`src/rtl/core/ced_pkg.sv`:
```
`timescale 1ns / 1ps

package ced_pkg;

    localparam int unsigned PIPE_DEPTH = 5;

    localparam logic [7:0] SPECIAL_MIN = 8'hC0;

    localparam logic [3:0] TAG_FALLBACK  = 4'd0;
    localparam logic [3:0] TAG_LONG_PRIM = 4'd1;
    localparam logic [3:0] TAG_LONG_SEC  = 4'd2;
    localparam logic [3:0] TAG_RESERVED  = 4'd3;
    localparam logic [3:0] TAG_LATIN     = 4'd4;
    localparam logic [3:0] TAG_BUILDER   = 4'd7;
    localparam logic [3:0] TAG_OFFSET    = 4'd14;
    localparam logic [3:0] TAG_IMPLICIT  = 4'd15;

    localparam logic [1:0] ST_OK       = 2'd0;
    localparam logic [1:0] ST_FALLBACK = 2'd1;
    localparam logic [1:0] ST_LOOKUP   = 2'd2;
    localparam logic [1:0] ST_RESERVED = 2'd3;

    localparam logic [31:0] COMMON_SEC_TER = 32'h0500_0500;
    localparam logic [7:0]  COMMON_WEIGHT  = 8'h05;

    localparam logic [7:0] BYTE_MIN      = 8'd2;
    localparam logic [7:0] LO2_PLAIN     = 8'd2;
    localparam logic [7:0] LO2_COMP      = 8'd4;
    localparam logic [7:0] RADIX_PLAIN   = 8'd254;
    localparam logic [7:0] RADIX_COMP    = 8'd251;
    localparam logic [7:0] IMPL_DIV      = 8'd18;
    localparam logic [7:0] IMPL_MUL      = 8'd14;
    localparam logic [7:0] IMPL_LEAD     = 8'hFE;
    localparam logic [7:0] IMPL_LO3      = 8'd4;

    // reciprocals rounded up, exact floor for the operand widths used
    localparam int unsigned Q1_SHIFT = 36;
    localparam logic [28:0] RECIP_254_Q1 =
        29'(((64'd1 << 36) + 64'd253) / 64'd254);
    localparam int unsigned Q2_SHIFT = 29;
    localparam logic [21:0] RECIP_254_Q2 =
        22'(((64'd1 << 29) + 64'd253) / 64'd254);
    localparam logic [21:0] RECIP_251_Q2 =
        22'(((64'd1 << 29) + 64'd250) / 64'd251);
    localparam int unsigned Q18_SHIFT = 27;
    localparam logic [22:0] RECIP_18 =
        23'(((64'd1 << 27) + 64'd17) / 64'd18);
    localparam int unsigned QI_SHIFT = 25;
    localparam logic [17:0] RECIP_254_I =
        18'(((64'd1 << 25) + 64'd253) / 64'd254);

    typedef enum logic [1:0] {
        KIND_FIXED,
        KIND_RANGE,
        KIND_IMPLICIT
    } ced_kind_t;

    typedef struct packed {
        ced_kind_t   kind;
        logic [63:0] elem0;
        logic [63:0] elem1;
        logic        two;
        logic [1:0]  status;
        logic [3:0]  tag;
    } ced_meta_t;

endpackage

```
`src/rtl/core/collation_element_decoder.sv`:
```
`timescale 1ns / 1ps

// channel   | ports                                   | handshake
// ----------+-----------------------------------------+------------------------------
// input     | trie_value, code_point, range_data      | taken when start & !busy
// result    | element, status, tag_seen, last         | valid for one cycle with done
//
// every item enters the pipe in the cycle it is taken; its first result
// appears with done after the five pipe stages and the output register
// a latin expansion gives a second result in the next cycle; while the first
// is shown busy is high and the whole pipe holds, so it costs one input slot
// every other item takes one input slot, so one item per cycle is sustained between holds
// rst_n clears the valid bits, done and the hold flag; the receiver cannot stall

module collation_element_decoder (
    input  logic        clk,
    input  logic        rst_n,
    input  logic        start,
    output logic        busy,
    input  logic [31:0] trie_value,
    input  logic [20:0] code_point,
    input  logic [63:0] range_data,
    output logic        done,
    output logic [63:0] element,
    output logic [1:0]  status,
    output logic [3:0]  tag_seen,
    output logic        last
);

    localparam int unsigned Depth = ced_pkg::PIPE_DEPTH;

    logic                     accept;
    logic                     advance;
    ced_pkg::ced_meta_t       meta_in;
    ced_pkg::ced_meta_t       meta_reg [Depth];
    ced_pkg::ced_meta_t       meta_out;
    logic [Depth-1:0]         valid_reg;
    logic [Depth-1:0]         valid_next;
    logic                     pending_reg;
    logic                     pending_next;
    logic                     done_reg;
    logic                     done_next;
    logic [63:0]              element_reg;
    logic [63:0]              element_next;
    logic [63:0]              elem1_reg;
    logic [63:0]              elem1_next;
    logic [1:0]               status_reg;
    logic [1:0]               status_next;
    logic [3:0]               tag_reg;
    logic [3:0]               tag_next;
    logic                     last_reg;
    logic                     last_next;
    logic [31:0]              range_primary;
    logic [31:0]              implicit_primary;
    logic [63:0]              elem_sel;

    assign advance = !pending_reg;
    assign accept  = start && !pending_reg;

    ced_front u_front (
        .trie_value (trie_value),
        .meta       (meta_in)
    );

    ced_range u_range (
        .clk        (clk),
        .en         (advance),
        .code_point (code_point),
        .range_data (range_data),
        .primary    (range_primary)
    );

    ced_implicit u_implicit (
        .clk        (clk),
        .en         (advance),
        .code_point (code_point),
        .primary    (implicit_primary)
    );

    always_ff @(posedge clk)
    begin
        if (advance)
        begin
            meta_reg[0] <= meta_in;
            for (int i = 1; i < Depth; i++)
            begin
                meta_reg[i] <= meta_reg[i-1];
            end
        end
    end

    assign meta_out   = meta_reg[Depth-1];
    assign valid_next = advance ? {valid_reg[Depth-2:0], accept} : valid_reg;

    always_comb
    begin
        case (meta_out.kind)
            ced_pkg::KIND_RANGE:    elem_sel = {range_primary, ced_pkg::COMMON_SEC_TER};
            ced_pkg::KIND_IMPLICIT: elem_sel = {implicit_primary, ced_pkg::COMMON_SEC_TER};
            default:                elem_sel = meta_out.elem0;
        endcase
    end

    always_comb
    begin
        if (pending_reg)
        begin
            done_next    = 1'b1;
            element_next = elem1_reg;
            elem1_next   = elem1_reg;
            status_next  = status_reg;
            tag_next     = tag_reg;
            last_next    = 1'b1;
            pending_next = 1'b0;
        end
        else
        begin
            done_next    = valid_reg[Depth-1];
            element_next = elem_sel;
            elem1_next   = meta_out.elem1;
            status_next  = meta_out.status;
            tag_next     = meta_out.tag;
            last_next    = !meta_out.two;
            pending_next = valid_reg[Depth-1] && meta_out.two;
        end
    end

    always_ff @(posedge clk or negedge rst_n)
    begin
        if (!rst_n)
        begin
            valid_reg   <= '0;
            pending_reg <= 1'b0;
            done_reg    <= 1'b0;
        end
        else
        begin
            valid_reg   <= valid_next;
            pending_reg <= pending_next;
            done_reg    <= done_next;
        end
    end

    always_ff @(posedge clk)
    begin
        element_reg <= element_next;
        elem1_reg   <= elem1_next;
        status_reg  <= status_next;
        tag_reg     <= tag_next;
        last_reg    <= last_next;
    end

    assign busy     = pending_reg;
    assign done     = done_reg;
    assign element  = element_reg;
    assign status   = status_reg;
    assign tag_seen = tag_reg;
    assign last     = last_reg;

    // the hold for a second result lasts exactly one cycle
    a_hold_one_cycle: assert property (@(posedge clk) disable iff (!rst_n)
        busy |=> !busy)
        else $error("hold flag stayed set");

    // while holding, the first half of an expansion is on the result ports
    a_hold_shows_first: assert property (@(posedge clk) disable iff (!rst_n)
        busy |-> (done && !last && tag_seen == ced_pkg::TAG_LATIN))
        else $error("hold without a first expansion result");

    // a first half is always followed by its closing result
    a_second_follows: assert property (@(posedge clk) disable iff (!rst_n)
        (done && !last) |=> (done && last && $stable(tag_seen)))
        else $error("expansion second result missing");

    // a status other than ok carries an empty element
    a_status_clean: assert property (@(posedge clk) disable iff (!rst_n)
        (done && status != ced_pkg::ST_OK) |-> (element == 64'd0 && last))
        else $error("status result carries an element");

endmodule

```
`src/rtl/core/ced_front.sv`:
```
`timescale 1ns / 1ps

module ced_front (
    input  logic [31:0]       trie_value,
    output ced_pkg::ced_meta_t meta
);

    logic [3:0] tag;

    assign tag = trie_value[3:0];

    always_comb
    begin
        meta.kind   = ced_pkg::KIND_FIXED;
        meta.elem0  = '0;
        meta.elem1  = '0;
        meta.two    = 1'b0;
        meta.status = ced_pkg::ST_OK;
        meta.tag    = tag;
        if (trie_value[7:0] < ced_pkg::SPECIAL_MIN)
        begin
            meta.tag   = '0;
            meta.elem0 = {trie_value[31:16], 16'h0000, trie_value[15:8], 8'h00,
                          trie_value[7:0], 8'h00};
        end
        else
        begin
            case (tag)
                ced_pkg::TAG_FALLBACK:
                begin
                    meta.status = ced_pkg::ST_FALLBACK;
                end
                ced_pkg::TAG_LONG_PRIM:
                begin
                    meta.elem0 = {trie_value[31:8], 8'h00, ced_pkg::COMMON_SEC_TER};
                end
                ced_pkg::TAG_LONG_SEC:
                begin
                    meta.elem0 = {32'h0000_0000, trie_value[31:8], 8'h00};
                end
                ced_pkg::TAG_RESERVED, ced_pkg::TAG_BUILDER:
                begin
                    meta.status = ced_pkg::ST_RESERVED;
                end
                ced_pkg::TAG_LATIN:
                begin
                    meta.two   = 1'b1;
                    meta.elem0 = {trie_value[31:24], 24'h000000,
                                  ced_pkg::COMMON_WEIGHT, 8'h00, trie_value[23:16], 8'h00};
                    meta.elem1 = {32'h0000_0000, trie_value[15:8], 8'h00,
                                  ced_pkg::COMMON_WEIGHT, 8'h00};
                end
                ced_pkg::TAG_OFFSET:
                begin
                    meta.kind = ced_pkg::KIND_RANGE;
                end
                ced_pkg::TAG_IMPLICIT:
                begin
                    meta.kind = ced_pkg::KIND_IMPLICIT;
                end
                default:
                begin
                    meta.status = ced_pkg::ST_LOOKUP;
                end
            endcase
        end
    end

endmodule

```
`src/rtl/core/ced_range.sv`:
```
`timescale 1ns / 1ps

module ced_range (
    input  logic        clk,
    input  logic        en,
    input  logic [20:0] code_point,
    input  logic [63:0] range_data,
    output logic [31:0] primary
);

    // stage 1: offset product and clamped base bytes
    logic [23:0] base_cp;
    logic [20:0] diff;
    logic [7:0]  lo2_in;
    logic [27:0] off_next;
    logic [7:0]  b3m2_next;
    logic [7:0]  b2m_next;

    logic [27:0] off_reg;
    logic [7:0]  b3m2_reg;
    logic [7:0]  b2m1_reg;
    logic        comp1_reg;
    logic [7:0]  lead1_reg;

    // stage 2: low byte operand
    logic [27:0] v2_reg;
    logic [7:0]  b2m2_reg;
    logic        comp2_reg;
    logic [7:0]  lead2_reg;

    // stage 3: quotient by 254
    logic [56:0] prod1;
    logic [20:0] q1_reg;
    logic [27:0] v3_reg;
    logic [7:0]  b2m3_reg;
    logic        comp3_reg;
    logic [7:0]  lead3_reg;

    // stage 4: low byte and middle operand
    logic [27:0] r1;
    logic [7:0]  low4_reg;
    logic [20:0] w4_reg;
    logic        comp4_reg;
    logic [7:0]  lead4_reg;

    // stage 5: quotient by the middle radix
    logic [21:0] recip2;
    logic [42:0] prod2;
    logic [13:0] q2_reg;
    logic [20:0] w5_reg;
    logic [7:0]  low5_reg;
    logic        comp5_reg;
    logic [7:0]  lead5_reg;

    logic [7:0]  radix_out;
    logic [7:0]  lo2_out;
    logic [20:0] r2;

    always_comb
    begin
        base_cp   = range_data[31:8];
        diff      = (24'(code_point) > base_cp) ? code_point - base_cp[20:0] : '0;
        off_next  = 28'(diff) * 28'(range_data[6:0]);
        b3m2_next = (range_data[47:40] < ced_pkg::BYTE_MIN) ? '0
                    : range_data[47:40] - ced_pkg::BYTE_MIN;
        lo2_in    = range_data[7] ? ced_pkg::LO2_COMP : ced_pkg::LO2_PLAIN;
        b2m_next  = (range_data[55:48] < lo2_in) ? '0 : range_data[55:48] - lo2_in;
    end

    always_ff @(posedge clk)
    begin
        if (en)
        begin
            off_reg   <= off_next;
            b3m2_reg  <= b3m2_next;
            b2m1_reg  <= b2m_next;
            comp1_reg <= range_data[7];
            lead1_reg <= range_data[63:56];
        end
    end

    always_ff @(posedge clk)
    begin
        if (en)
        begin
            v2_reg    <= off_reg + 28'(b3m2_reg);
            b2m2_reg  <= b2m1_reg;
            comp2_reg <= comp1_reg;
            lead2_reg <= lead1_reg;
        end
    end

    assign prod1 = 57'(v2_reg) * 57'(ced_pkg::RECIP_254_Q1);

    always_ff @(posedge clk)
    begin
        if (en)
        begin
            q1_reg    <= prod1[56:ced_pkg::Q1_SHIFT];
            v3_reg    <= v2_reg;
            b2m3_reg  <= b2m2_reg;
            comp3_reg <= comp2_reg;
            lead3_reg <= lead2_reg;
        end
    end

    assign r1 = v3_reg - 28'(q1_reg) * 28'(ced_pkg::RADIX_PLAIN);

    always_ff @(posedge clk)
    begin
        if (en)
        begin
            low4_reg  <= r1[7:0] + ced_pkg::BYTE_MIN;
            w4_reg    <= q1_reg + 21'(b2m3_reg);
            comp4_reg <= comp3_reg;
            lead4_reg <= lead3_reg;
        end
    end

    assign recip2 = comp4_reg ? ced_pkg::RECIP_251_Q2 : ced_pkg::RECIP_254_Q2;
    assign prod2  = 43'(w4_reg) * 43'(recip2);

    always_ff @(posedge clk)
    begin
        if (en)
        begin
            q2_reg    <= prod2[42:ced_pkg::Q2_SHIFT];
            w5_reg    <= w4_reg;
            low5_reg  <= low4_reg;
            comp5_reg <= comp4_reg;
            lead5_reg <= lead4_reg;
        end
    end

    always_comb
    begin
        radix_out = comp5_reg ? ced_pkg::RADIX_COMP : ced_pkg::RADIX_PLAIN;
        lo2_out   = comp5_reg ? ced_pkg::LO2_COMP : ced_pkg::LO2_PLAIN;
        r2        = w5_reg - 21'(q2_reg) * 21'(radix_out);
        primary   = {lead5_reg + q2_reg[7:0], r2[7:0] + lo2_out, low5_reg, 8'h00};
    end

endmodule

```
`src/rtl/core/ced_implicit.sv`:
```
`timescale 1ns / 1ps

module ced_implicit (
    input  logic        clk,
    input  logic        en,
    input  logic [20:0] code_point,
    output logic [31:0] primary
);

    logic [21:0] c1_reg;

    logic [44:0] prod18;
    logic [16:0] q18_2_reg;
    logic [21:0] c2_reg;

    logic [21:0] r18;
    logic [7:0]  b0_3_reg;
    logic [16:0] q18_3_reg;

    logic [34:0] prodi;
    logic [8:0]  qi4_reg;
    logic [16:0] q18_4_reg;
    logic [7:0]  b0_4_reg;

    logic [16:0] ri;
    logic [8:0]  qi5_reg;
    logic [7:0]  b1_5_reg;
    logic [7:0]  b0_5_reg;

    logic [8:0]  top_mod;

    always_ff @(posedge clk)
    begin
        if (en)
        begin
            c1_reg <= 22'(code_point) + 22'd1;
        end
    end

    assign prod18 = 45'(c1_reg) * 45'(ced_pkg::RECIP_18);

    always_ff @(posedge clk)
    begin
        if (en)
        begin
            q18_2_reg <= prod18[43:ced_pkg::Q18_SHIFT];
            c2_reg    <= c1_reg;
        end
    end

    assign r18 = c2_reg - 22'(q18_2_reg) * 22'(ced_pkg::IMPL_DIV);

    always_ff @(posedge clk)
    begin
        if (en)
        begin
            b0_3_reg  <= 8'(r18[4:0]) * ced_pkg::IMPL_MUL + ced_pkg::BYTE_MIN;
            q18_3_reg <= q18_2_reg;
        end
    end

    assign prodi = 35'(q18_3_reg) * 35'(ced_pkg::RECIP_254_I);

    always_ff @(posedge clk)
    begin
        if (en)
        begin
            qi4_reg   <= prodi[33:ced_pkg::QI_SHIFT];
            q18_4_reg <= q18_3_reg;
            b0_4_reg  <= b0_3_reg;
        end
    end

    assign ri = q18_4_reg - 17'(qi4_reg) * 17'(ced_pkg::RADIX_PLAIN);

    always_ff @(posedge clk)
    begin
        if (en)
        begin
            qi5_reg  <= qi4_reg;
            b1_5_reg <= ri[7:0] + ced_pkg::BYTE_MIN;
            b0_5_reg <= b0_4_reg;
        end
    end

    always_comb
    begin
        top_mod = (qi5_reg >= 9'(ced_pkg::RADIX_COMP)) ? qi5_reg - 9'(ced_pkg::RADIX_COMP)
                  : qi5_reg;
        primary = {ced_pkg::IMPL_LEAD, top_mod[7:0] + ced_pkg::IMPL_LO3, b1_5_reg, b0_5_reg};
    end

endmodule

```
`config.mk`:
```
export PLATFORM = sky130hd
export DESIGN_NAME = collation_element_decoder
export DESIGN_NICKNAME = d
export VERILOG_FILES = /design/src/rtl/core/ced_pkg.sv /design/src/rtl/core/collation_element_decoder.sv /design/src/rtl/core/ced_front.sv /design/src/rtl/core/ced_range.sv /design/src/rtl/core/ced_implicit.sv
export SDC_FILE = /design/constraint.sdc
export NUM_CORES = 2
export LEC_CHECK = 0
export BUFFER_PORTS_ARGS = -buffer_cell sky130_fd_sc_hd__buf_2
export CORE_MARGIN = 1.5
export CORE_UTILIZATION = 55
export DETAILED_ROUTE_END_ITERATION = 10
export GPL_ROUTABILITY_DRIVEN = 0
export GPL_TIMING_DRIVEN = 0
export PLACE_DENSITY_LB_ADDON = 0.12
export SLEW_MARGIN = 10
export SYNTH_ARGS = -nofsm -noshare
export SYNTH_HDL_FRONTEND = slang
export SYNTH_SLANG_ARGS = --single-unit
```
`constraint.sdc`:
```
create_clock -name clk -period 14.7 [get_ports clk]
set_input_delay 1.47 -clock clk [delete_from_list [all_inputs] [get_ports clk]]
set_output_delay 1.47 -clock clk [all_outputs]
set_load 0.01 [all_outputs]
```
==> run summary <==
For the worst setup path, the data arrival time is 9.09 ns. The count of pins on the block boundary was 193. The global routing stage identified its most utilized layer as met2. The clock drives 734 sinks.

The count of buffering cells on the critical path with inverters included is 6, and the post-synthesis to final-layout area growth is 10.6%. The clock transition at the registers of the reported paths is 0.06 ns. The overflow left after global routing was 0. The run gives 40.4% as the proportion of synthesized chip area in sequential cells. The register with the most flip-flops in the layout has 325 of them.

The global-route met2 utilization is 37.1%, and the number of DRC markers in iteration 0 is 1807. The die covers 98300 µm². For this run, the total global-route usage over all layers was measured as 21.5%. In this run the worst path has a maximum fanout of 9.

The floorplan has 113 rows. The number of routed nets with antenna violations came out at 0. For the worst setup path, the data required time is 15.08 ns. The total area inside the core boundary comes to 95300 µm². For the number of failing setup endpoints in the final timing report, the log shows 0.

After synthesis, the most frequently instantiated cells are sky130_fd_sc_hd__inv_1, sky130_fd_sc_hd__ha_1, sky130_fd_sc_hd__edfxtp_1. The worst setup path is of the primary input to flip-flop kind. The startpoint identified for the worst hold timing path is u_implicit.b0_3_reg[1].

STA classifies the critical path endpoint as a flip-flop. Setup repair after global routing left no endpoint under its margin. The most numerous cell type found on the critical path is sky130_fd_sc_hd__fa_1. The run gives 0 as the DRC violation count after routing.

Counting flops and latches in the post-synthesis netlist gives 734. The tools report the count of instances resized after the clock tree is built as 0. After synthesis, the mean cell area works out to 12.2 µm². The worst hold path passes through 0 cells. The netlist uses 82 different library cells.

The synthesized instance count is 4354. The tools report the setup slack after layout as 5.99 ns. The routed design has 102 mm of wire. The share of synthesized area in the top cell type comes to 38.0%. The relative slew slack is 24.3%.

The H-tree level count is 3, and the first-pass iteration count of the detailed router is 7. The average wire length per cell after detail routing is 17.1 µm. Counting cells, the worst reg-to-reg path comes to 26. The die is 314 µm tall. The run gives 0 as the number of hold violations in the final report. The worst hold path terminates at u_implicit.b0_4_reg[1]. The flow ran to the end, and the final reports show no timing, DRC or antenna violations. The worst path uses 59.2% of the clock period.

For this design, the CTS-stage hold fixing added 0 buffers. The cell area that synthesis handed to floorplanning was 53000 µm². The maximum number of pins on one net before global-route repair is 43. Reported max-cap violation count: 0. The cell sitting at the root of the clock tree is a sky130_fd_sc_hd__clkbuf_16. For this run, the leading register cell type out of synthesis is sky130_fd_sc_hd__edfxtp_1. The worst path in the final design needs a cycle of 8.71 ns, including I/O delays and setup. The run gives 0 ns as the setup TNS. The type of the worst min-delay path was flip-flop to flip-flop.

Static timing analysis puts the maximum clock frequency at 0.115 GHz. In this design, the stage delay of the slowest critical-path cell is 0.54 ns. The type of origin of the critical path was a primary input.

Using the TritonRoute via totals, the vias-per-cell ratio works out to 5.22. Counting flops with an async set or reset pin after synthesis yields a share of 0.954%. Detailed placement ended at an HPWL of 83.8 mm.

The die is 314 µm wide. In this run the post-CTS setup repair buffer count came out at 0. Counting flops with a built-in enable in the synthesized netlist gives 671. For this configuration, the core starts out at a cell density of 55.6%.

The clock arrives with 0.0328 ns of skew. Slack of the worst reg-to-reg path: 6.12 ns. The initial antenna violation count was 6.

The endpoint of the worst-slack reg-to-reg timing path is u_range.q2_reg[7]. By area the synthesized netlist is led by sky130_fd_sc_hd__edfxtp_1, sky130_fd_sc_hd__ha_1, sky130_fd_sc_hd__fa_1. At the pin with the least slew margin, the transition time is 1.12 ns. Source of the worst register-to-register timing path: u_range.comp4_reg. The number of global-route vias before repair came out at 32303. The count of buffers added on input and output ports is 169.

The routed layout has 31235 vias. For met1 alone, demand over resource in global routing was 28.3%. Of all cell types, the one taking the most synthesized area is sky130_fd_sc_hd__edfxtp_1. The logs give 166 mm for the global-route wire length before repair and 6018 for the total number of nets in the final design. Global routing consumed, on the met3 layer, 3.15% of the routing resources. The number of buffers created by CTS came out at 78. TritonCTS built the clock tree. Most used standard cell by instance count after synthesis: sky130_fd_sc_hd__inv_1. The post-placement worst setup slack came out at 5.37 ns. No sink is reached through more buffers than the 3 on the longest clock path. The kind of cell with the highest combined delay on the critical path is compound AO/OA/AOI/OAI gates. The fraction of final layout cells sized beyond drive strength 1 works out to 7.65%. For the count of yosys warnings during synthesis, the log shows 0. The slowest stage of the critical path belongs to the cell sky130_fd_sc_hd__fa_1. Clock latency of the later-clocked register in the worst-skew pair: 0.64 ns. The number of pins with negative max-slew slack in the final report came out at 0.
stage by stage:
| stage | hold WS [ns] | instances | utilization, % | area, µm² |
|---|---|---|---|---|
| detailed placement | 0.405 | 5842 | 58.8 | 56000 |
| global placement | 0.400 | 5822 | 58.3 | 55600 |
| global route | 0.400 | 5982 | 61.5 | 58600 |
| CTS | 0.391 | 5981 | 61.5 | 58600 |
| finish | 0.396 | 5982 | 61.5 | 58600 |
| floorplan | 0.400 | 4388 | - | 53200 |
area by class of cell:
| cell class | instances | area [µm²] |
|---|---|---|
| diodes | 1 | 2.50 |
| plain buffers | 68 | 304 |
| clock buffers | 99 | 2100 |
| clock inverters | 40 | 513 |
| fillers | 7620 | 36700 |
| inverters | 821 | 3090 |
| multi-input cells | 2765 | 28300 |
| flip-flops and latches | 734 | 21400 |
| well taps | 1265 | 1580 |
| repair buffers | 189 | 1280 |
worst max path at each step:
| stage | startpoint | endpoint | cells after the start |
|---|---|---|---|
| after floorplan | busy | elem1_reg[10] | 2 |
| after global placement | busy | u_range.off_reg[26] | 2 |
| after detailed placement | code_point[0] | u_range.off_reg[26] | 32 |
| after CTS | u_range.comp4_reg | u_range.q2_reg[7] | 26 |
| after global routing | u_range.comp4_reg | u_range.q2_reg[7] | 26 |
| final | code_point[0] | u_range.off_reg[26] | 31 |
cells in the final DEF, fill, tap and decap left out, drive strengths merged, types with 13 or more instances in the layout:
cell type / synthesis / routed
clkinv: 0 / 20
xnor2: 168 / 168
and3: 56 / 56
nand4: 18 / 18
o21bai: 16 / 16
inv: 821 / 827
nand2b: 35 / 35
conb: 2 / 36
buf: 13 / 202
nor2: 158 / 158
nor3: 31 / 31
ha: 794 / 794
a21o: 82 / 82
dfxtp: 56 / 56
a211oi: 13 / 13
and2: 98 / 98
o21ai: 91 / 91
a31oi: 15 / 15
nand2: 182 / 182
a21oi: 140 / 140
edfxtp: 671 / 671
nor2b: 49 / 49
or2: 19 / 19
clkbuf: 55 / 154
o21a: 17 / 17
nand3: 57 / 57
fa: 447 / 447
xor2: 80 / 80
metal layers:
| layer | vias to the layer above | routed length (µm) |
|---|---|---|
| li1 | 15274 | - |
| met1 | 15183 | 44800 |
| met2 | 617 | 50500 |
| met3 | 153 | 4500 |
| met4 | 8 | 2540 |
| met5 | - | 47 |
logic make-up (layout without fill, tap and decap cells):
| family | after synthesis | count (layout) | synth area share, % |
|---|---|---|---|
| other | 2 | 37 | 0.0142 |
| xor gates and xnor gates | 248 | 248 | 4.10 |
| and+or+nand+nor | 745 | 745 | 7.10 |
| buffers and inverters | 889 | 1217 | 6.38 |
| adders and majority gates | 1242 | 1242 | 35.6 |
| DFF | 734 | 734 | 40.4 |
| AOI/OAI and AO/OA | 485 | 485 | 6.15 |
| muxes | 9 | 9 | 0.184 |
Power is not shown: default switching activity piles up to over one toggle a cycle in this logic, so the estimate is an artifact.
